`config.mk`:
```
export PLATFORM = sky130hd
export DESIGN_NAME = cassette_fsk_byte_modulator
export DESIGN_NICKNAME = d
export VERILOG_FILES = /design/src/design/cfbm_pkg.sv /design/src/design/cassette_fsk_byte_modulator.sv
export SDC_FILE = /design/constraint.sdc
export NUM_CORES = 1
export LEC_CHECK = 0
export ABC_CLOCK_PERIOD_IN_PS = 5900
export BUFFER_PORTS_ARGS = -buffer_cell sky130_fd_sc_hd__clkbuf_2
export CAP_MARGIN = 15
export CORE_MARGIN = 1.5
export CORE_UTILIZATION = 47
export DETAILED_ROUTE_END_ITERATION = 8
export PLACE_DENSITY = 0.64
export SLEW_MARGIN = 20
export SYNTH_ARGS = -nofsm -noshare
export SYNTH_HDL_FRONTEND = slang
export SYNTH_SLANG_ARGS = --single-unit
```
`constraint.sdc`:
```
create_clock -name clock -period 5.9 [get_ports clock]
set_input_delay 0.295 -clock clock [delete_from_list [all_inputs] [get_ports clock]]
set_output_delay 0.295 -clock clock [all_outputs]
set_load 0.01 [all_outputs]
```
`src/design/cfbm_pkg.sv`:
```
// Shared widths, codes, types and period helpers for the cassette FSK byte modulator.
package cfbm_pkg;

   localparam int RATE_W       = 17;
   localparam int AMP_W        = 15;
   localparam int FUNC_W       = 2;
   localparam int BYTE_W       = 8;
   localparam int CYCLES_W     = 16;
   localparam int SAMPLE_W     = 16;
   localparam int PERIOD_W     = 8;
   localparam int HALF_W       = 7;
   localparam int POS_W        = 4;
   localparam int FRAME_W      = 10;
   localparam int CSR_ADDR_W   = 1;
   localparam int REQ_TDATA_W  = 32;
   localparam int RSP_TDATA_W  = 24;

   localparam logic [CSR_ADDR_W-1:0] CSR_SAMPLE_RATE = 1'd0;
   localparam logic [CSR_ADDR_W-1:0] CSR_AMPLITUDE   = 1'd1;

   localparam logic [FUNC_W-1:0] FUNC_TICK = 2'd0;
   localparam logic [FUNC_W-1:0] FUNC_BYTE = 2'd1;
   localparam logic [FUNC_W-1:0] FUNC_TONE = 2'd2;

   localparam logic [RATE_W-1:0] RESET_SAMPLE_RATE = 17'd44100;
   localparam logic [AMP_W-1:0]  RESET_AMPLITUDE   = 15'd32767;
   localparam logic [PERIOD_W-1:0] RESET_PERIOD_1K = PERIOD_W'(RESET_SAMPLE_RATE / 1000);

   // floor(x / 1000) = (x * ceil(2^27 / 1000)) >> 27 for all 17-bit x
   localparam int RECIP_SHIFT = 27;
   localparam int RECIP_W     = 18;
   localparam logic [RECIP_W-1:0] RECIP_1K = 18'd134218;
   localparam int PROD_W      = RATE_W + RECIP_W;

   localparam logic [POS_W-1:0]    STOP_POS      = 4'd10;
   localparam logic [CYCLES_W-1:0] CYC_ONE_BIT   = 16'd4;
   localparam logic [CYCLES_W-1:0] CYC_ZERO_HIGH = 16'd8;
   localparam logic [CYCLES_W-1:0] CYC_ZERO_LOW  = 16'd2;

   typedef struct packed {
      logic [SAMPLE_W-1:0] sample;
      logic                is_sample;
      logic                rejected;
      logic                idle;
   } rsp_type;

   typedef struct packed {
      logic                active;
      logic [POS_W-1:0]    pos;
      logic                low;
      logic [CYCLES_W-1:0] cycles;
      logic [HALF_W-1:0]   samples;
   } part_type;

   function automatic logic [PERIOD_W-1:0] period_1k(input logic [RATE_W-1:0] rate);
      logic [PROD_W-1:0] prod;
      prod = PROD_W'(rate) * PROD_W'(RECIP_1K);
      return prod[RECIP_SHIFT +: PERIOD_W];
   endfunction

   function automatic logic [HALF_W-1:0] half_up(input logic [PERIOD_W-1:0] p);
      logic [PERIOD_W:0] sum;
      sum = {1'b0, p} + (PERIOD_W+1)'(1);
      return sum[HALF_W:1];
   endfunction

   function automatic logic [HALF_W-1:0] half_dn(input logic [PERIOD_W-1:0] p);
      return p[HALF_W:1];
   endfunction

endpackage

```
`src/design/cassette_fsk_byte_modulator.sv`:
```
// Cassette FSK byte modulator: square-wave tape tones, one sample per tick beat.
//
//  channel  | dir | beat carries
//  ---------+-----+---------------------------------------------------------
//  req_     | in  | tuser: func; tdata: byte_value, tone_high, tone_cycles
//  rsp_     | out | tuser: is_sample; tdata: sample, rejected, idle
//  csr_     | in  | write only: sample_rate (index 0), amplitude (index 1)
//
//  One request beat per cycle, one response beat per request, registered and valid in the next cycle.
//  Throughput is set by the single state update per beat; the response
//  register drains while the next request is taken.
//  A stalled rsp_ side holds req_tready low only while the response register
//  is full and not being taken. Reset is synchronous and returns to idle with
//  sample_rate 44100 and amplitude 32767.
module cassette_fsk_byte_modulator (
   input  logic                               clock,
   input  logic                               reset,
   input  logic                               req_tvalid,
   output logic                               req_tready,
   // [7:0] byte_value, [8] tone_high, [24:9] tone_cycles, rest zero
   input  logic [cfbm_pkg::REQ_TDATA_W-1:0]   req_tdata,
   // [1:0] func
   input  logic [cfbm_pkg::FUNC_W-1:0]        req_tuser,
   output logic                               rsp_tvalid,
   input  logic                               rsp_tready,
   // [15:0] sample, [16] rejected, [17] idle, rest zero
   output logic [cfbm_pkg::RSP_TDATA_W-1:0]   rsp_tdata,
   // [0] is_sample
   output logic [0:0]                         rsp_tuser,
   input  logic                               csr_we,
   input  logic [cfbm_pkg::CSR_ADDR_W-1:0]    csr_addr,
   input  logic [cfbm_pkg::RATE_W-1:0]        csr_wdata
);
   import cfbm_pkg::*;

   localparam logic [1:0] MODE_IDLE = 2'd0;
   localparam logic [1:0] MODE_BYTE = 2'd1;
   localparam logic [1:0] MODE_TONE = 2'd2;

   logic [PERIOD_W-1:0] period_lo_ff, period_lo_in;
   logic [AMP_W-1:0]    amp_ff, amp_in;
   logic [PERIOD_W-1:0] period_hi;

   logic [1:0]          mode_ff, mode_in;
   logic [FRAME_W-1:0]  frame_ff, frame_in;
   logic [POS_W-1:0]    pos_ff, pos_in;
   logic                low_ff, low_in;
   logic [CYCLES_W-1:0] cycles_left_ff, cycles_left_in;
   logic                second_ff, second_in;
   logic [HALF_W-1:0]   samples_left_ff, samples_left_in;
   logic                tone_hi_ff, tone_hi_in;

   logic                rsp_valid_ff, rsp_valid_in;
   rsp_type             rsp_ff, rsp_in;

   logic                req_accept;
   logic [FUNC_W-1:0]   func;
   logic [BYTE_W-1:0]   byte_value;
   logic                tone_high;
   logic [CYCLES_W-1:0] tone_cycles;
   logic [SAMPLE_W-1:0] amp16;
   logic [PERIOD_W-1:0] period_cur;
   logic [PERIOD_W-1:0] period_tone;
   logic [FRAME_W-1:0]  load_frame;
   part_type            load_part;
   part_type            next_part;
   logic [POS_W-1:0]    adv_pos;
   logic                adv_low;
   logic [HALF_W-1:0]   samples_dec;
   logic [CYCLES_W-1:0] cycles_dec;

   // Finds the next playable part of a byte frame from the given position.
   function automatic part_type seek_part(input logic [FRAME_W-1:0]  frame,
                                          input logic [POS_W-1:0]    pos,
                                          input logic                low,
                                          input logic [PERIOD_W-1:0] p_lo);
      part_type             r;
      logic [(1<<POS_W)-1:0] frame_ext;
      logic [PERIOD_W-1:0]  p_hi;
      p_hi      = p_lo >> 1;
      frame_ext = (1<<POS_W)'(frame);
      r.pos     = pos;
      r.low     = low;
      r.active  = (pos < STOP_POS) && (p_lo != '0);
      if (!low && p_hi == '0) begin
         r.low = 1'b1;
      end
      if (frame_ext[pos]) begin
         r.cycles = CYC_ONE_BIT;
      end else begin
         r.cycles = r.low ? CYC_ZERO_LOW : CYC_ZERO_HIGH;
      end
      r.samples = half_up(r.low ? p_lo : p_hi);
      return r;
   endfunction

   assign func        = req_tuser;
   assign byte_value  = req_tdata[BYTE_W-1:0];
   assign tone_high   = req_tdata[BYTE_W];
   assign tone_cycles = req_tdata[BYTE_W+1 +: CYCLES_W];

   assign req_tready = !rsp_valid_ff || rsp_tready;
   assign req_accept = req_tvalid && req_tready;

   assign period_hi   = period_lo_ff >> 1;
   assign period_cur  = tone_hi_ff ? period_hi : period_lo_ff;
   assign period_tone = tone_high ? period_hi : period_lo_ff;
   assign amp16       = SAMPLE_W'(amp_ff);
   assign load_frame  = {1'b1, byte_value, 1'b0};
   assign load_part   = seek_part(load_frame, '0, 1'b0, period_lo_ff);
   assign adv_low     = !low_ff;
   assign adv_pos     = low_ff ? pos_ff + POS_W'(1) : pos_ff;
   assign next_part   = seek_part(frame_ff, adv_pos, adv_low, period_lo_ff);
   assign samples_dec = samples_left_ff - HALF_W'(1);
   assign cycles_dec  = cycles_left_ff - CYCLES_W'(1);

   always_comb begin
      period_lo_in = period_lo_ff;
      amp_in       = amp_ff;
      if (csr_we) begin
         unique case (csr_addr)
            CSR_SAMPLE_RATE: period_lo_in = period_1k(csr_wdata);
            CSR_AMPLITUDE:   amp_in       = csr_wdata[AMP_W-1:0];
            default: ;
         endcase
      end
   end

   always_comb begin
      mode_in         = mode_ff;
      frame_in        = frame_ff;
      pos_in          = pos_ff;
      low_in          = low_ff;
      cycles_left_in  = cycles_left_ff;
      second_in       = second_ff;
      samples_left_in = samples_left_ff;
      tone_hi_in      = tone_hi_ff;
      rsp_in.sample    = '0;
      rsp_in.is_sample = 1'b0;
      rsp_in.rejected  = 1'b0;

      priority if (func == FUNC_TICK) begin
         rsp_in.is_sample = 1'b1;
         if (mode_ff != MODE_IDLE) begin
            rsp_in.sample = second_ff ? (SAMPLE_W'(0) - amp16) : amp16;
            if (samples_dec != '0) begin
               samples_left_in = samples_dec;
            end else if (!second_ff && half_dn(period_cur) != '0) begin
               second_in       = 1'b1;
               samples_left_in = half_dn(period_cur);
            end else begin
               cycles_left_in = cycles_dec;
               // a period that dropped to zero ends the current part
               if (cycles_dec != '0 && period_cur != '0) begin
                  second_in       = 1'b0;
                  samples_left_in = half_up(period_cur);
               end else if (mode_ff == MODE_BYTE) begin
                  pos_in = next_part.pos;
                  low_in = next_part.low;
                  if (next_part.active) begin
                     tone_hi_in      = !next_part.low;
                     cycles_left_in  = next_part.cycles;
                     second_in       = 1'b0;
                     samples_left_in = next_part.samples;
                  end else begin
                     mode_in = MODE_IDLE;
                  end
               end else begin
                  mode_in = MODE_IDLE;
               end
            end
         end
      end else if (func == FUNC_BYTE || func == FUNC_TONE) begin
         if (mode_ff != MODE_IDLE) begin
            rsp_in.rejected = 1'b1;
         end else if (func == FUNC_BYTE) begin
            frame_in = load_frame;
            pos_in   = load_part.pos;
            low_in   = load_part.low;
            if (load_part.active) begin
               mode_in         = MODE_BYTE;
               tone_hi_in      = !load_part.low;
               cycles_left_in  = load_part.cycles;
               second_in       = 1'b0;
               samples_left_in = load_part.samples;
            end
         end else if (tone_cycles != '0 && period_tone != '0) begin
            mode_in         = MODE_TONE;
            tone_hi_in      = tone_high;
            cycles_left_in  = tone_cycles;
            second_in       = 1'b0;
            samples_left_in = half_up(period_tone);
         end
      end else begin
      end

      rsp_in.idle = (mode_in == MODE_IDLE);
   end

   always_comb begin
      rsp_valid_in = rsp_valid_ff;
      if (req_accept) begin
         rsp_valid_in = 1'b1;
      end else if (rsp_tready) begin
         rsp_valid_in = 1'b0;
      end
   end

   always_ff @(posedge clock) begin
      if (reset) begin
         period_lo_ff <= RESET_PERIOD_1K;
         amp_ff       <= RESET_AMPLITUDE;
         mode_ff      <= MODE_IDLE;
         rsp_valid_ff <= 1'b0;
      end else begin
         period_lo_ff <= period_lo_in;
         amp_ff       <= amp_in;
         rsp_valid_ff <= rsp_valid_in;
         if (req_accept) begin
            mode_ff <= mode_in;
         end
      end
   end

   always_ff @(posedge clock) begin
      if (req_accept) begin
         frame_ff        <= frame_in;
         pos_ff          <= pos_in;
         low_ff          <= low_in;
         cycles_left_ff  <= cycles_left_in;
         second_ff       <= second_in;
         samples_left_ff <= samples_left_in;
         tone_hi_ff      <= tone_hi_in;
         rsp_ff          <= rsp_in;
      end
   end

   assign rsp_tvalid   = rsp_valid_ff;
   assign rsp_tuser[0] = rsp_ff.is_sample;
   assign rsp_tdata    = RSP_TDATA_W'({rsp_ff.idle, rsp_ff.rejected, rsp_ff.sample});

   // active playback always has a sample pending in the current half
   a_active_samples: assert property (@(posedge clock) disable iff (reset)
      (mode_ff != MODE_IDLE) |-> (samples_left_ff != '0))
      else $error("active with no samples left");

   // a running part always has a cycle to play
   a_active_cycles: assert property (@(posedge clock) disable iff (reset)
      (mode_ff != MODE_IDLE) |-> (cycles_left_ff != '0))
      else $error("active with no cycles left");

   // byte playback never runs past the stop bit
   a_byte_pos: assert property (@(posedge clock) disable iff (reset)
      (mode_ff == MODE_BYTE) |-> (pos_ff < STOP_POS))
      else $error("byte position past stop bit");

   // a command taken while idle is never reported as rejected
   a_no_false_reject: assert property (@(posedge clock) disable iff (reset)
      (req_accept && mode_ff == MODE_IDLE) |=> !rsp_ff.rejected)
      else $error("command rejected while idle");

   // only ticks produce nonzero samples
   a_cmd_silent: assert property (@(posedge clock) disable iff (reset)
      (req_accept && func != FUNC_TICK) |=> (rsp_ff.sample == '0))
      else $error("nonzero sample on a command beat");

endmodule

```
Word-level counts from Yosys, hierarchy flattened
Cells that the tools add are included.
- flip-flop bits (word level): 83
- input bits: 57
- output and inout bits: 27
- word-level logic and storage cells: 179
- add/sub/neg operators: 8
- multipliers: 1
- order comparisons: 2
- eq/ne operators: 14
- multiplexer cells: 95
- bitwise operators: 4
- reductions and logical operators: 39
- operators by type and width (operator ; count):
    two-way mux 16 bit ; 14
    two-way mux 7 bit ; 12
    two-way mux 4 bit ; 12
    two-way mux 1 bit ; 40
    multiplier 17 x 17 -> 34 bit (second input constant) ; 1
    adder 8 x 1 -> 8 bit (second input constant) ; 4
    two-way mux 8 bit ; 4
    nonzero test 16 bit ; 2
    two-way mux 2 bit ; 12
    nonzero test 8 bit ; 3
    AND reduction 9 bit ; 2
    AND reduction 8 bit ; 2
    subtractor 1 x 15 -> 16 bit (first input constant) ; 1
    subtractor 16 x 1 -> 16 bit (second input constant) ; 1
    nonzero test 7 bit ; 2
    != test 3 bit (second input constant) ; 4
    AND reduction 11 bit ; 1
    logical NOT 8 bit ; 1
    nonzero test 2 bit ; 4
    subtractor 7 x 1 -> 7 bit (second input constant) ; 1
    logical AND 1 bit ; 6
    != test 2 bit (second input constant) ; 3
    AND reduction 2 bit ; 3
    logical NOT 1 bit ; 5
    other kinds (17) ; 23

Logic depth before layout (Yosys ltp)
- word-level depth: 12
- gate-level depth with buffers: 21
- gate-level depth less buffers: 21

Worst setup path after synthesis
OpenSTA, ideal clock, no wires.
- kind: input -> register
- start point: input port csr_wdata[2] in the netlist's numbering
- end point: register period_lo_ff[6]
- setup time: 136 ps
- arrival: 4775 ps
- required time: 5764 ps
- setup slack: 990 ps
- cell stages on the path: 21
- buffers on the path: 0
- cells stage by stage: ha_1 > ha_1 > inv_1 > fa_1 > inv_1 > ha_1 > fa_1 > inv_1 > fa_1 > inv_1 > ha_1 > a21o_1 > a21o_1 > a21o_1 > a21o_1 > a21oi_1 > o21ai_0 > o2111a_1 > o311a_1 > o211ai_1 > a311oi_1
- cells in the longest elaborated chain, start to end: 1
- RTL lines (item ; RTL line ; RTL):
    start: declaration ; cassette_fsk_byte_modulator.sv:32 ; input logic [cfbm_pkg::RATE_W-1:0] csr_wdata
    multiplier 17 x 17 -> 34 bit ; cfbm_pkg.sv:57 ; prod = PROD_W'(rate) * PROD_W'(RECIP_1K);
    end signal: assignment ; cassette_fsk_byte_modulator.sv:216 ; period_lo_ff <= period_lo_in;
    end: declaration ; cassette_fsk_byte_modulator.sv:40 ; logic [PERIOD_W-1:0] period_lo_ff, period_lo_in;
No other way between the ends.
A chain may end at the register's enable or synchronous reset.

Final worst setup path
- start point: input port csr_wdata[3] in the netlist's numbering
- end point: register period_lo_ff[7]
The elaborated chain is that of the path after synthesis.

==> out/metrics.yaml <==
routing:
  initialDrtViolationCount: 450
  firstDrtPassIters: 7
  wl_um: 19800
  vias_per_cell: 5.59
  route.vias.total: 6796
  drc: 2
  wire_per_inst_um: 16.3
  postRouteAntennaNets: 0
critical_path:
  startpoint: "csr_wdata[3]"
  start_kind: "input pin"
  path_max_fanout: 7
  r2r_cells: 15
  crit_type: "in2reg"
  critPathArrivalTime_ns: 5.22
  cp-endpoint: "period_lo_ff[7]"
  cp-end-kind: "register"
  r2r_slack_ns: 1.25
  required_ns: 6.11
  reg2reg_from: "cycles_left_ff[1]"
  reg2reg_to: "samples_left_ff[3]"
floorplan:
  start_util_pct: 48.3
  fp.coreArea_um2: 18100
  die_h_um: 140
  die_area_um2: 19500
  ioPinCount: 84
  rows: 49
  die_w_um: 140
flow_run:
  maxCapViolCount: 0
placed_design:
  io_buffers: 70
  dp_worst_setup_slack_ns: 0.499
  gp_congestion: 0.909
  place_hpwl_um: 15500
clock_network:
  clock_latency_ns: 0.35
  htree_levels: 3
  numCtsBuffers: 9
  clockBufferDepth: 2
  root_buffer: "clkbuf_16"
  post-cts-setup-buffers: 0
  ctsHoldBuffers: 0
  cts_tree: "yes"
  cts_resized: 0
  path_clk_slew_ns: 0.07
  clkSinkCount: 83
global_routing:
  grt_max_degree: 32
  antenna_found_initial: 0
  grt_pass1_vias: 6743
  grt.total_usage_pct: 21.2
  grt_pass1_wl_um: 33000
  grt-ovfl-total: 0
synth:
  synth-seq-cells: 83
  yosys_most_used_dff: "edfxtp_1"
  ys_warn_count: 0
  synth_edf_count: 57
  yosysSeqAreaShare_pct: 25.5
  netlist_area_um2: 8760
  netlist_instances: 933
  ys_types: 82
  synth_async_sr_flop_share_pct: 0
  syn_avg_cell_area_um2: 9.39
sta:
  skew_ns: 0.00916
  fin_ws_ns: 0.889
  slew-limit-headroom_pct: 27.6
  tns_ns: 0
  finalHoldViolCount: 0
  fmax_mhz: 200
  tightest_slew_ns: 1.09
  setup-violations-final: 0
  min_period_ns: 5.01
  period_share_pct: 84.9
  hold_ws_ns: 0.121
  finalMaxSlewViolations: 0
  rsz0062_at_grt: "no"
power_and_ir_drop:
  leakage_nw: 4.51
  vdd_ir_drop_max_v: 0.000171
  pwr_density_cell_nw_per_um2: 235
layout:
  fin_nets: 1234
  diodes: 0
  drive_gt1_share_pct: 11.4
  area_growth_pct: 8.93
min_path:
  hp-class: "in2reg"
  holdCritStartpoint: "req_tdata[6]"
run_status:
  status: "finished with violations"
  violations: "DRC"
[registers in the layout, summed over array words and instances (netlist names), 2 cells and up]
name and cells:
amp_ff 15, samples_left_ff 7, pos_ff 4, period_lo_ff 8, rsp_tdata 18, mode_ff 2, cycles_left_ff 16, frame_ff 8
[worst min-delay path by stage]
stage,end,depth (start not counted)
after global placement,frame_ff[5],1
after CTS,frame_ff[3],1
final,frame_ff[7],1
after global routing,frame_ff[4],1
after floorplan,frame_ff[1],0
after detailed placement,frame_ff[3],1
[per-stage QoR]
stage	total power [mW]	util [%]	cell area, um^2	instances
floorplan	1.45	-	8780	938
detailed placement	1.70	51.0	9250	1200
CTS	2.27	52.6	9540	1216
global route	2.47	52.6	9540	1216
global placement	1.68	51.0	9250	1200
finish	2.24	52.6	9540	1216
[kinds of logic after synthesis]
logic type                 Yosys count  synth area share [%]
and+or+nand+nor                    261                  16.1
AOI/OAI and AO/OA                  178                  13.8
buffers and inverters              162                  7.30
other                                1                0.0428
xor gates and xnor gates            38                  3.80
DFF                                 83                  25.5
adders and majority gates          195                  31.4
muxes                               15                  2.04
[critical path: stages]
cell and delay (ns):
clkbuf_2 0.17, ha_1 0.31, ha_1 0.13, inv_1 0.05, fa_1 0.53, inv_1 0.04
ha_1 0.30, fa_1 0.53, inv_1 0.05, fa_1 0.52, inv_1 0.04, ha_1 0.30
a21o_1 0.17, a21o_1 0.18, a21o_1 0.17, a21o_1 0.17, a21oi_1 0.12, o21ai_0 0.11
o2111a_1 0.33, o311a_1 0.41, o211ai_1 0.19, a21oi_1 0.09
[placed cells by master, fill, tap and decap left out, drive strengths merged, types with 18 or more instances in the layout]
cell    count
nor2       47
nor3       20
inv       129
o21ai      51
ha        153
and3       21
edfxtp     57
xnor2      27
fa         42
dfxtp      26
clkbuf     80
and2       18
a21oi      33
nand2      64
nand3      19
[per-layer routing]
layer | share of wire [%] | GRT usage, %
met2 | 49 | 37.3
met5 | 0 | 0
met4 | 2.4 | 7.31
met1 | 45 | 26.5
met3 | 3.4 | 3.34
[layout make-up]
class                   count  area [um^2]
fillers                  1679         8600
well taps                 229          287
repair buffers             71          358
clock buffers              10          239
flip-flops and latches     83         2230
multi-input cells         693         5910
inverters                 124          465
clock inverters             6         51.3
[Yosys cell counts (4+ instances only)]
cell	n	share of area [%]
a211o_1	17	1.7
a211oi_1	4	0.34
a21o_1	9	0.77
a21oi_1	32	1.8
a311oi_1	4	0.40
and2_1	18	1.3
and3_1	21	1.5
buf_4	6	0.51
clkbuf_1	28	1.2
dfxtp_1	26	5.9
edfxtp_1	57	20
fa_1	42	9.6
ha_1	153	22
inv_1	124	5.3
mux2i_1	10	1.1
nand2_1	64	2.7
nand2b_1	7	0.50
nand3_1	19	1.1
nand4_1	6	0.43
nor2_1	47	2.0
nor2b_1	7	0.50
nor3_1	19	1.1
nor3b_1	4	0.34
nor4_1	13	0.93
o211ai_1	8	0.69
o21a_1	5	0.43
o21ai_0	50	2.9
o22ai_1	4	0.29
o31ai_1	6	0.51
or2_2	5	0.36
or3_1	6	0.43
xnor2_1	27	2.7
xor2_1	11	1.1
[report_power, final]
| group | internal, mW | switching (mW) | leakage [nW] |
|---|---|---|---|
| clock | 0.305 | 0.258 | 0.142 |
| combinational | 0.428 | 0.539 | 3.61 |
| sequential | 0.666 | 0.0490 | 0.759 |
Note: power is estimated with default switching activity, not from simulation.
